[config.mk]
export PLATFORM = sky130hd
export DESIGN_NAME = program_image_section_loader_flat
export DESIGN_NICKNAME = d
export VERILOG_FILES = /design/src/sv/psl_pkg.sv /design/src/sv/psl_in_if.sv /design/src/sv/psl_out_if.sv /design/src/sv/psl_parser.sv /design/src/sv/program_image_section_loader.sv /design/src/flat_wrapper.sv
export SDC_FILE = /design/constraint.sdc
export NUM_CORES = 1
export LEC_CHECK = 0
export BUFFER_PORTS_ARGS = -buffer_cell sky130_fd_sc_hd__buf_4
export CORE_MARGIN = 2
export CORE_UTILIZATION = 55
export CTS_CLUSTER_DIAMETER = 60
export CTS_CLUSTER_SIZE = 20
export DETAILED_ROUTE_END_ITERATION = 10
export GPL_TIMING_DRIVEN = 0
export HOLD_SLACK_MARGIN = 0.1
export PLACE_DENSITY = 0.73
export SLEW_MARGIN = 10
export SYNTH_ARGS = -nofsm -noshare
export SYNTH_HDL_FRONTEND = slang
export SYNTH_SLANG_ARGS = --single-unit
[constraint.sdc]
create_clock -name i_clk -period 4.5 [get_ports i_clk]
set_input_delay 0.45 -clock i_clk [delete_from_list [all_inputs] [get_ports i_clk]]
set_output_delay 0.45 -clock i_clk [all_outputs]
set_load 0.01 [all_outputs]
[src/sv/psl_pkg.sv]
// ----------------------------------------------------------------------------
// psl_pkg
// Shared types and codes for the program image section loader.
// ----------------------------------------------------------------------------
package psl_pkg;

    // Input commands
    localparam logic [1:0] CMD_BYTE    = 2'd0;
    localparam logic [1:0] CMD_EOS     = 2'd1;
    localparam logic [1:0] CMD_RESTART = 2'd2;

    // Event kinds
    localparam logic [2:0] EV_WRITE   = 3'd0;
    localparam logic [2:0] EV_DATAEND = 3'd1;
    localparam logic [2:0] EV_TEXT    = 3'd2;
    localparam logic [2:0] EV_END     = 3'd3;
    localparam logic [2:0] EV_ERROR   = 3'd4;

    // Error codes
    localparam logic [1:0] ERR_NONE    = 2'd0;
    localparam logic [1:0] ERR_READ    = 2'd1;
    localparam logic [1:0] ERR_SECTION = 2'd2;
    localparam logic [1:0] ERR_LARGE   = 2'd3;

    // Configuration register indexes
    localparam logic [1:0] REG_DATA_CODE = 2'd0;
    localparam logic [1:0] REG_TEXT_CODE = 2'd1;
    localparam logic [1:0] REG_TERM_CODE = 2'd2;

    // Reset values of the section codes
    localparam logic [7:0] RST_DATA_CODE = 8'd1;
    localparam logic [7:0] RST_TEXT_CODE = 8'd2;
    localparam logic [7:0] RST_TERM_CODE = 8'd3;

    typedef struct packed {
        logic [1:0] command;
        logic [7:0] byte_value;
        logic       read_error;
    } t_item;

    typedef struct packed {
        logic [2:0]  event_kind;
        logic [15:0] write_address;
        logic [7:0]  write_data;
        logic [1:0]  error_code;
    } t_result;

    typedef struct packed {
        logic [7:0] data_code;
        logic [7:0] text_code;
        logic [7:0] term_code;
    } t_cfg;

endpackage

[src/sv/psl_in_if.sv]
// ----------------------------------------------------------------------------
// psl_in_if
// Input channel: one image byte or command per transfer.
// ----------------------------------------------------------------------------
interface psl_in_if;
    logic       valid;
    logic       ready;
    logic [1:0] command;
    logic [7:0] byte_value;
    logic       read_error;

    modport source(output valid, output command, output byte_value, output read_error,
                   input ready);
    modport sink(input valid, input command, input byte_value, input read_error,
                 output ready);
endinterface

[src/sv/psl_out_if.sv]
// ----------------------------------------------------------------------------
// psl_out_if
// Output channel: one loader event per transfer.
// ----------------------------------------------------------------------------
interface psl_out_if;
    logic        valid;
    logic        ready;
    logic [2:0]  event_kind;
    logic [15:0] write_address;
    logic [7:0]  write_data;
    logic [1:0]  error_code;

    modport source(output valid, output event_kind, output write_address,
                   output write_data, output error_code, input ready);
    modport sink(input valid, input event_kind, input write_address,
                 input write_data, input error_code, output ready);
endinterface

[src/sv/psl_parser.sv]
// ----------------------------------------------------------------------------
// psl_parser
// Section and record parser state; computes the event for one item per step.
// ----------------------------------------------------------------------------
module psl_parser #(
    parameter int MEM_BYTES = 65536
) (
    input  logic            i_clk,
    input  logic            i_rst_n,
    input  logic            i_step,
    input  psl_pkg::t_item  i_item,
    input  psl_pkg::t_cfg   i_cfg,
    output logic            o_result_valid,
    output psl_pkg::t_result o_result
);

    localparam logic [16:0] MEM_LIMIT = 17'(MEM_BYTES);

    localparam logic [2:0] PH_SECTION = 3'd0;
    localparam logic [2:0] PH_SIZE_HI = 3'd1;
    localparam logic [2:0] PH_SIZE_LO = 3'd2;
    localparam logic [2:0] PH_ADDR_HI = 3'd3;
    localparam logic [2:0] PH_ADDR_LO = 3'd4;
    localparam logic [2:0] PH_PAYLOAD = 3'd5;
    localparam logic [2:0] PH_HALTED  = 3'd6;

    logic [2:0]  r_phase, n_phase;
    logic [15:0] r_record_size, n_record_size;
    logic [16:0] r_next_address, n_next_address;
    logic [15:0] r_bytes_left, n_bytes_left;

    logic [15:0] w_size_full;
    logic [15:0] w_addr_full;
    logic [16:0] w_addr_end;
    logic [15:0] w_left_dec;

    assign w_size_full = {r_record_size[15:8], i_item.byte_value};
    assign w_addr_full = {r_next_address[15:8], i_item.byte_value};
    assign w_addr_end  = {1'b0, w_addr_full} + {1'b0, r_record_size};
    assign w_left_dec  = r_bytes_left - 16'd1;

    // Next state and event for the current item
    always_comb begin
        n_phase        = r_phase;
        n_record_size  = r_record_size;
        n_next_address = r_next_address;
        n_bytes_left   = r_bytes_left;
        o_result_valid = 1'b0;
        o_result       = '0;

        if (i_item.command == psl_pkg::CMD_RESTART) begin
            n_phase        = PH_SECTION;
            n_record_size  = '0;
            n_next_address = '0;
            n_bytes_left   = '0;
        end else if (i_item.command == psl_pkg::CMD_EOS && r_phase != PH_HALTED) begin
            o_result_valid = 1'b1;
            n_phase        = PH_HALTED;
            if (r_phase == PH_SECTION) begin
                o_result.event_kind = psl_pkg::EV_END;
            end else begin
                o_result.event_kind = psl_pkg::EV_ERROR;
                o_result.error_code = psl_pkg::ERR_READ;
            end
        end else if (i_item.command == psl_pkg::CMD_BYTE && r_phase != PH_HALTED) begin
            if (i_item.read_error) begin
                o_result_valid      = 1'b1;
                o_result.event_kind = psl_pkg::EV_ERROR;
                o_result.error_code = psl_pkg::ERR_READ;
                n_phase             = PH_HALTED;
            end else begin
                unique case (r_phase)
                    PH_SECTION: begin
                        // Data is tested first, then text, then term
                        if (i_item.byte_value == i_cfg.data_code) begin
                            n_phase = PH_SIZE_HI;
                        end else if (i_item.byte_value == i_cfg.text_code) begin
                            o_result_valid      = 1'b1;
                            o_result.event_kind = psl_pkg::EV_TEXT;
                            n_phase             = PH_HALTED;
                        end else if (i_item.byte_value == i_cfg.term_code) begin
                            o_result_valid      = 1'b1;
                            o_result.event_kind = psl_pkg::EV_END;
                            n_phase             = PH_HALTED;
                        end else begin
                            o_result_valid      = 1'b1;
                            o_result.event_kind = psl_pkg::EV_ERROR;
                            o_result.error_code = psl_pkg::ERR_SECTION;
                            n_phase             = PH_HALTED;
                        end
                    end
                    PH_SIZE_HI: begin
                        n_record_size = {i_item.byte_value, 8'd0};
                        n_phase       = PH_SIZE_LO;
                    end
                    PH_SIZE_LO: begin
                        n_record_size = w_size_full;
                        if (w_size_full == 16'd0) begin
                            o_result_valid      = 1'b1;
                            o_result.event_kind = psl_pkg::EV_DATAEND;
                            n_phase             = PH_SECTION;
                        end else begin
                            n_phase = PH_ADDR_HI;
                        end
                    end
                    PH_ADDR_HI: begin
                        n_next_address = {1'b0, i_item.byte_value, 8'd0};
                        n_phase        = PH_ADDR_LO;
                    end
                    PH_ADDR_LO: begin
                        n_next_address = {1'b0, w_addr_full};
                        if (w_addr_end > MEM_LIMIT) begin
                            o_result_valid      = 1'b1;
                            o_result.event_kind = psl_pkg::EV_ERROR;
                            o_result.error_code = psl_pkg::ERR_LARGE;
                            n_phase             = PH_HALTED;
                        end else begin
                            n_bytes_left = r_record_size;
                            n_phase      = PH_PAYLOAD;
                        end
                    end
                    PH_PAYLOAD: begin
                        o_result_valid         = 1'b1;
                        o_result.event_kind    = psl_pkg::EV_WRITE;
                        o_result.write_address = r_next_address[15:0];
                        o_result.write_data    = i_item.byte_value;
                        n_next_address         = r_next_address + 17'd1;
                        n_bytes_left           = w_left_dec;
                        if (w_left_dec == 16'd0) begin
                            n_phase = PH_SIZE_HI;
                        end
                    end
                    default: begin
                        n_phase = PH_HALTED;
                    end
                endcase
            end
        end
    end

    // Advance parser state on each step
    always_ff @(posedge i_clk) begin
        if (!i_rst_n) begin
            r_phase        <= PH_SECTION;
            r_record_size  <= '0;
            r_next_address <= '0;
            r_bytes_left   <= '0;
        end else if (i_step) begin
            r_phase        <= n_phase;
            r_record_size  <= n_record_size;
            r_next_address <= n_next_address;
            r_bytes_left   <= n_bytes_left;
        end
    end

endmodule

[src/sv/program_image_section_loader.sv]
// ----------------------------------------------------------------------------
// program_image_section_loader
// Parses a byte-wide program image into memory writes and section events.
// ----------------------------------------------------------------------------
// The loader takes one image byte or command per cycle and, when the output
// side keeps up, delivers one event per cycle. The parser state is updated
// when an item leaves the input register and its event enters the output
// register. Items that cause no event (section opening bytes, record
// headers, restart) are dropped inside. The user must write the section
// codes through the configuration port only while the loader is idle; the
// loader does not enforce this. After a text hand-off, a program end or an
// error the loader ignores bytes and end-of-stream until a restart command.
module program_image_section_loader #(
    parameter int MEM_BYTES = 65536
) (
    input  logic             i_clk,
    input  logic             i_rst_n,
    psl_in_if.sink           i_in,
    psl_out_if.source        o_out,
    input  logic             i_cfg_we,
    input  logic [1:0]       i_cfg_index,
    input  logic [7:0]       i_cfg_data
);

    psl_pkg::t_cfg    r_cfg;
    psl_pkg::t_item   r_item;
    logic             r_item_valid;
    psl_pkg::t_result r_result;
    logic             r_result_valid;

    psl_pkg::t_result w_result;
    logic             w_result_hit;
    logic             w_out_free;
    logic             w_step;

    // Output register can load when empty or being drained
    assign w_out_free = !r_result_valid || o_out.ready;
    assign w_step     = r_item_valid && w_out_free;
    assign i_in.ready = !r_item_valid || w_out_free;

    // Configuration writes
    always_ff @(posedge i_clk) begin
        if (!i_rst_n) begin
            r_cfg.data_code <= psl_pkg::RST_DATA_CODE;
            r_cfg.text_code <= psl_pkg::RST_TEXT_CODE;
            r_cfg.term_code <= psl_pkg::RST_TERM_CODE;
        end else if (i_cfg_we) begin
            unique case (i_cfg_index)
                psl_pkg::REG_DATA_CODE: r_cfg.data_code <= i_cfg_data;
                psl_pkg::REG_TEXT_CODE: r_cfg.text_code <= i_cfg_data;
                psl_pkg::REG_TERM_CODE: r_cfg.term_code <= i_cfg_data;
                default: begin
                end
            endcase
        end
    end

    // Input register: hold the item until the parser steps on it
    always_ff @(posedge i_clk) begin
        if (!i_rst_n) begin
            r_item_valid <= 1'b0;
        end else if (i_in.ready) begin
            r_item_valid <= i_in.valid;
        end
    end

    always_ff @(posedge i_clk) begin
        if (i_in.valid && i_in.ready) begin
            r_item.command    <= i_in.command;
            r_item.byte_value <= i_in.byte_value;
            r_item.read_error <= i_in.read_error;
        end
    end

    psl_parser #(
        .MEM_BYTES(MEM_BYTES)
    ) u_parser (
        .i_clk          (i_clk),
        .i_rst_n        (i_rst_n),
        .i_step         (w_step),
        .i_item         (r_item),
        .i_cfg          (r_cfg),
        .o_result_valid (w_result_hit),
        .o_result       (w_result)
    );

    // Output register: load events, drop after transfer
    always_ff @(posedge i_clk) begin
        if (!i_rst_n) begin
            r_result_valid <= 1'b0;
        end else if (w_out_free) begin
            r_result_valid <= w_step && w_result_hit;
        end
    end

    always_ff @(posedge i_clk) begin
        if (w_step && w_result_hit) begin
            r_result <= w_result;
        end
    end

    assign o_out.valid         = r_result_valid;
    assign o_out.event_kind    = r_result.event_kind;
    assign o_out.write_address = r_result.write_address;
    assign o_out.write_data    = r_result.write_data;
    assign o_out.error_code    = r_result.error_code;

endmodule

[src/flat_wrapper.sv]
// flat-port wrapper written by rule: the top's interface ports become plain ports
module program_image_section_loader_flat 
#(
    parameter int MEM_BYTES = 65536
)
  (i_clk, i_rst_n, i_cfg_we, i_cfg_index, i_cfg_data, i_in_valid, i_in_command, i_in_byte_value, i_in_read_error, i_in_ready, o_out_valid, o_out_event_kind, o_out_write_address, o_out_write_data, o_out_error_code, o_out_ready);
  psl_in_if i_in_i ();
  psl_out_if o_out_i ();
  input  logic i_clk;
  input  logic i_rst_n;
  input  logic i_cfg_we;
  input  logic [1:0] i_cfg_index;
  input  logic [7:0] i_cfg_data;
  input wire logic [$bits(i_in_i.valid)-1:0] i_in_valid;
  input wire logic [$bits(i_in_i.command)-1:0] i_in_command;
  input wire logic [$bits(i_in_i.byte_value)-1:0] i_in_byte_value;
  input wire logic [$bits(i_in_i.read_error)-1:0] i_in_read_error;
  output wire logic [$bits(i_in_i.ready)-1:0] i_in_ready;
  output wire logic [$bits(o_out_i.valid)-1:0] o_out_valid;
  output wire logic [$bits(o_out_i.event_kind)-1:0] o_out_event_kind;
  output wire logic [$bits(o_out_i.write_address)-1:0] o_out_write_address;
  output wire logic [$bits(o_out_i.write_data)-1:0] o_out_write_data;
  output wire logic [$bits(o_out_i.error_code)-1:0] o_out_error_code;
  input wire logic [$bits(o_out_i.ready)-1:0] o_out_ready;
  assign i_in_i.valid = i_in_valid;
  assign i_in_i.command = i_in_command;
  assign i_in_i.byte_value = i_in_byte_value;
  assign i_in_i.read_error = i_in_read_error;
  assign i_in_ready = i_in_i.ready;
  assign o_out_valid = o_out_i.valid;
  assign o_out_event_kind = o_out_i.event_kind;
  assign o_out_write_address = o_out_i.write_address;
  assign o_out_write_data = o_out_i.write_data;
  assign o_out_error_code = o_out_i.error_code;
  assign o_out_i.ready = o_out_ready;
  program_image_section_loader #(.MEM_BYTES(MEM_BYTES)) u_core (.i_clk(i_clk), .i_rst_n(i_rst_n), .i_in(i_in_i), .o_out(o_out_i), .i_cfg_we(i_cfg_we), .i_cfg_index(i_cfg_index), .i_cfg_data(i_cfg_data));
endmodule
==> results of run 1 <==
## layer usage
layer	GRT usage [%]	part of all wire, %	vias to the layer above
met3	5.91	6.7	51
li1	-	-	2987
met4	13.8	3.4	0
met2	48.3	46	258
met5	0	0	-
met1	39.1	43	2952
## placed cells by master (no fill, tap or decap), types with 5 or more instances in the layout
cell       Yosys  final
dfxtp_1       77     77
nand2_1       68     68
a21oi_1       55     55
buf_4          0     55
nor2_1        44     44
nor2b_1       43     43
clkbuf_1      41     42
edfxtp_1      40     40
o21ai_0       37     37
and2_1        30     30
mux2i_1       28     28
xor2_1        26     26
nor3_1        19     19
ha_1          19     19
nand3_1       18     18
clkbuf_16      0     17
xnor2_1       16     16
nand4_1       15     15
nor4_1        14     14
a21boi_0      14     14
a31o_2        12     12
nand2b_1      11     11
a22oi_1        9      9
a21o_1         8      8
o211ai_1       7      7
inv_1          7      7
or3_1          7      7
and3_1         6      6
nor3b_1        6      6
a31oi_1        5      5
nand3b_1       5      5
o22ai_1        5      5
o31ai_1        5      5
buf_6          5      5
## report_power, final
group          internal [mW]  switching, mW  total (mW)  leakage (nW)
clock                  0.863          0.496        1.36         0.282
combinational         0.0886          0.148       0.237          1.80
sequential              1.12         0.0169        1.13          1.01
total                   2.07          0.661        2.73          3.10
## cells by family (layout without fill, tap and decap cells)
| logic type | count (synthesis) | count (layout) |
|---|---|---|
| and+or+nand+nor | 306 | 306 |
| AOI/OAI and AO/OA | 198 | 198 |
| DFF | 117 | 117 |
| buffers and inverters | 57 | 144 |
| xor gates and xnor gates | 42 | 42 |
| muxes | 29 | 29 |
| adders and majority gates | 20 | 20 |
## area by class of cell
cell class	count	area, um^2
plain buffers	49	224
clock buffers	18	429
multi-input cells	595	3890
well taps	168	210
flip-flops and latches	117	2740
fillers	1071	3990
inverters	8	30.0
repair buffers	56	428
clock inverters	13	159
## per-stage QoR
| stage | cells | power [mW] |
|---|---|---|
| 2_1_floorplan | 769 | 1.30 |
| 4_1_cts | 1023 | 2.73 |
| 3_5_place_dp | 992 | 1.39 |
| 6_report | 1024 | 2.73 |
| 3_3_place_gp | 992 | 1.38 |
| 5_1_grt | 1024 | 2.80 |
## critical path, cell delays in order, from the launching register on
cell and delay [ps]:
edfxtp_1 390, ha_1 240, fa_1 490, nand4b_1 210, a2111oi_0 530, o22ai_1 220
nor4_1 370, nand4_1 320, o311ai_4 550, o211ai_1 160, and2_1 300, buf_8 230
## final timing paths
| kind | from | end | slack (ps) | cells past startpoint |
|---|---|---|---|---|
| worst min register to register | u_core.r_cfg[9] | u_core.r_cfg[9] | 510 | 2 |
| worst max register to register | u_core.r_item[1] | u_core.o_out.write_address[4] | 250 | 11 |
| worst min-delay path | i_in_byte_value[4] | u_core.r_item[5] | 200 | 1 |
| worst max-delay path | u_core.r_item[1] | u_core.o_out.write_address[4] | 250 | 11 |
## flip-flops by register name, summed over array words and instances (netlist names)
signal	cells
u_core.u_parser.r_phase	3
u_core.u_parser.r_next_address	16
u_core.o_out.write_data	8
u_core.u_parser.r_bytes_left	16
u_core.r_item_valid	1
u_core.r_item	11
u_core.o_out.event_kind	3
u_core.o_out.valid	1
u_core.r_cfg	24
u_core.u_parser.r_record_size	16
u_core.o_out.write_address	16
u_core.o_out.error_code	2
==> out/results.ini, run 1 <==
[run_status]
status = complete, no violations

[die]
num_rows = 40
start_util_pct = 56.9
num_io_pins = 57
dieArea_mm2 = 0.0134
coreArea_mm2 = 0.0121
die_h_um = 116
die_w_um = 116

[timing]
tightest_slew_ps = 949
setup_viol = 0
fin_setup_tns_ps = 0
holdWs_ps = 196
slew_violations = 0
hold_viol_final = 0
slew_headroom_pct = 36.1
setup_slack_ps = 250
period_share_pct = 94.4
clock_skew_ps = 10.9
rsz0062_at_grt = false
clock.fmax_ghz = 0.235
period_minus_slack_ps = 4250

[worst_setup_path]
start_kind = register
cp_max_fo = 22
worstSetupPathType = register to register
cp.required_ps = 4670
cp-end-kind = register
worst_ep_arrival_time_ps = 4420

[logic_synthesis]
yosysUniqueCellTypes = 69
synth_top_cell_by_area = dfxtp_1
avgSynthCellArea_um2 = 8.96
yosys.area_share.xor_xnor_pct = 5.34
synth_most_common_cell = dfxtp_1
synthAdderAreaFrac_pct = 3.74
synth_compound_area_share_pct = 19.4
synth_ff_type = dfxtp_1
syn_area_mm2 = 0.00689
synth_mux_area_share_pct = 4.23
synthesis.nets = 815
synthCells = 769
ys_warn_count = 0
synth_top_family_by_area = simple AND/OR/NAND/NOR gates
synthSimpleGateAreaFrac_pct = 23.8
yosysSeqAreaShare_pct = 39.8
synth_area_leaders = dfxtp_1, edfxtp_1, mux2i_1
yosysTopAreaCellShare_pct = 22.4
synth_commonest_cells = dfxtp_1, nand2_1, a21oi_1
synth_edf_count = 40
synth-seq-cells = 117
ys_async_sr_fraction_pct = 0

[place]
portBuffers = 55
placed_cell_area_mm2 = 0.00751
place_ws_ps = 102
dp_hpwl_um = 14000
gp_congestion = 0.902

[global_route]
grt_pass1_wl_um = 30400
antenna_found_initial = 0
grt_overflow = 0
grt_pass1_vias = 5872
grtUsageTotal_pct = 30.0
grt_max_degree = 30

[clocking]
numCtsBuffers = 17
cts_setup_buffers = 0
clk_pin_slew_worst_paths_ps = 60
cts_root_buf = clkbuf_16
cts_tree = yes
clk_path_buf_depth = 2
cts_resized = 0
clk_latency_ps = 430
clock_sinks = 117
ctsHoldBuffers = 0
htreeDepth = 4

[cells_and_area]
final_layout_size_suffix_gt1_share_pct = 13.6
num_antenna_cells = 0
synthToLayoutAreaGrowth_pct = 17.8
final_util_pct = 67.0
finalNetCount = 890
final_area_mm2 = 0.00812

[route]
drtIter0Drc = 604
antenna_left = 0
avgViaCountPerCell = 6.10
wl_per_cell_um = 18.9
drc = 0
routed_wl_um = 19300
vias = 6248
dr.pass1.iters = 7

[power_and_ir_drop]
leakage_nw = 3.10
max-vdd-ir-drop_v = 0.000203
powerDensity_mw_per_mm2 = 336

[min_path]
min_path_type = primary input to register

[run]
cap_viol_max_count = 0

Power figures use the tool's default switching activity.
==> inputs of run 2 (changes only) <==
--- a/config.mk
+++ b/config.mk
@@ -5,7 +5,7 @@
 export SDC_FILE = /design/constraint.sdc
 export NUM_CORES = 1
 export LEC_CHECK = 0
-export BUFFER_PORTS_ARGS = -buffer_cell sky130_fd_sc_hd__buf_4
+export BUFFER_PORTS_ARGS = -buffer_cell sky130_fd_sc_hd__clkbuf_2
 export CORE_MARGIN = 2
 export CORE_UTILIZATION = 55
 export CTS_CLUSTER_DIAMETER = 60
==> run 2 against run 1 <==
Hold slack improved by 5.4 ps. Sequential power barely moved. Die area stayed put. Critical path type unchanged. Largest cell class unchanged.
==> out/results.ini, run 2 (synthesized netlist as in run 1, its figures left out) <==
[run_status]
status = complete, no violations

[cells_and_area]
seqCellArea_mm2 = 0.00274
synthToLayoutAreaGrowth_pct = 15.4
final_cells = 1024
regMostFlops = u_core.r_cfg
layout_commonest_cell = dfxtp_1
num_antenna_cells = 0
n_fill_cell = 1038
final_layout_size_suffix_gt1_share_pct = 13.7
multiInputGateArea_mm2 = 0.00390
finalNetCount = 889
largest_reg_flops = 24
final_cell_mix = dfxtp_1, nand2_1, a21oi_1, clkbuf_2, nor2_1

[die]
num_rows = 40
dieArea_mm2 = 0.0134
num_io_pins = 57
coreArea_mm2 = 0.0121
start_util_pct = 56.9
die_w_um = 116
die_h_um = 116

[global_route]
antenna_found_initial = 0
grt_pass1_wl_um = 30600
grt_max_degree = 30
grt_overflow = 0
grt_pass1_vias = 5798
grtUsageTotal_pct = 29.9

[timing]
tightest_slew_ps = 886
setup_slack_ps = 350
hold_viol_final = 0
period_share_pct = 92.2
slew_violations = 0
slew_headroom_pct = 41.0
fin_setup_tns_ps = 0
setup_viol = 0
clock.fmax_ghz = 0.241
period_minus_slack_ps = 4150
rsz0062_at_grt = false
clock_skew_ps = 10.2

[run]
cap_viol_max_count = 0

[route]
routed_wl_um = 19200
dr.pass1.iters = 5
antenna_left = 0
vias = 6226
drtIter0Drc = 598
wl_per_cell_um = 18.8
drc = 0
avgViaCountPerCell = 6.08

[worst_setup_path]
worst_ep_arrival_time_ps = 4250
crit_path_frequent_cell = o211ai_1
crit_slowest_cell = o311ai_4
worstSetupPathType = register to register
start_kind = register
cpPeakStageDelay_ps = 540
cp-end-kind = register
path_cells = ha_1 -> fa_1 -> a211oi_2 -> o211ai_1 -> a41oi_1 -> o221ai_1 -> a221oi_1 -> nand4_1 -> o311ai_4 -> o211ai_1 -> and2_2
cp_max_fo = 29
cp.required_ps = 4600
ff2ff_setup_slack_ps = 350

[clocking]
clk_path_buf_depth = 2
htreeDepth = 4
cts_root_buf = clkbuf_16
clk_pin_slew_worst_paths_ps = 60
numCtsBuffers = 17
cts_tree = yes
clock_sinks = 117
ctsHoldBuffers = 0
clk_latency_ps = 420

[power_and_ir_drop]
leakage_nw = 3.05
max-vdd-ir-drop_v = 0.000301
power_mw = 2.66
powerDensity_mw_per_mm2 = 334

[place]
portBuffers = 55
dp_hpwl_um = 13900
dpl.cell_count = 992
gp_congestion = 0.913
place_ws_ps = 59.1

[min_path]
min_path_type = primary input to register

run 2: final cells by class:
class                      count  area share, %
multi-input combinational    595           49.1
sequential                   117           34.5
clock buffer                  19           5.44
timing repair buffer          55           3.46
buffer                        49           2.82
tap                          168           2.64
clock inverter                13           1.70
inverter                       8          0.378
run 2: worst paths after layout:
path                               startpoint                    endpoint  cells after the start
min reg2reg                  u_core.r_cfg[16]            u_core.r_cfg[16]                      2
max          u_core.u_parser.r_record_size[0]  u_core.o_out.write_data[7]                     11
max reg2reg  u_core.u_parser.r_record_size[0]  u_core.o_out.write_data[7]                     11
min                        i_in_byte_value[3]            u_core.r_item[4]                      1
run 2: timing repair:
| item | in CTS | in global routing |
|---|---|---|
| resized for setup | 0 | 1 |
| buffers inserted | 0 | 0 |
| endpoints found under the setup margin | 0 | 40 |
| hold endpoints to repair | 0 | 0 |
run 2: critical path, delay by kind of cell (launching register included):
kind	cells	cell delay [ps]
flops	1	370
fa+ha+maj	2	750
compound gates	7	1960
simple gates	2	730
run 2: power breakdown:
part	internal [mW]	switching (mW)	total, mW
sequential	1.12	0.0168	1.13
clock	0.810	0.486	1.30
combinational	0.0784	0.147	0.225
total	2.01	0.650	2.66
run 2: through the flow:
stage                     instance area [um^2]  util [%]  hold WS [ps]
after CTS                                 7950      65.6           193
after floorplan                           6890         -           459
after global placement                    7380      60.9           480
after global routing                      7950      65.7           191
final                                     7950      65.7           201
after detailed placement                  7380      60.9           492
run 2: routing by layer:
metal	global-route usage [%]	wire length, um	up-vias
met2	46.4	8830	259
met3	7.79	1380	59
met4	13.7	763	0
met5	0	0	-
li1	-	-	2982
met1	39.1	8250	2926
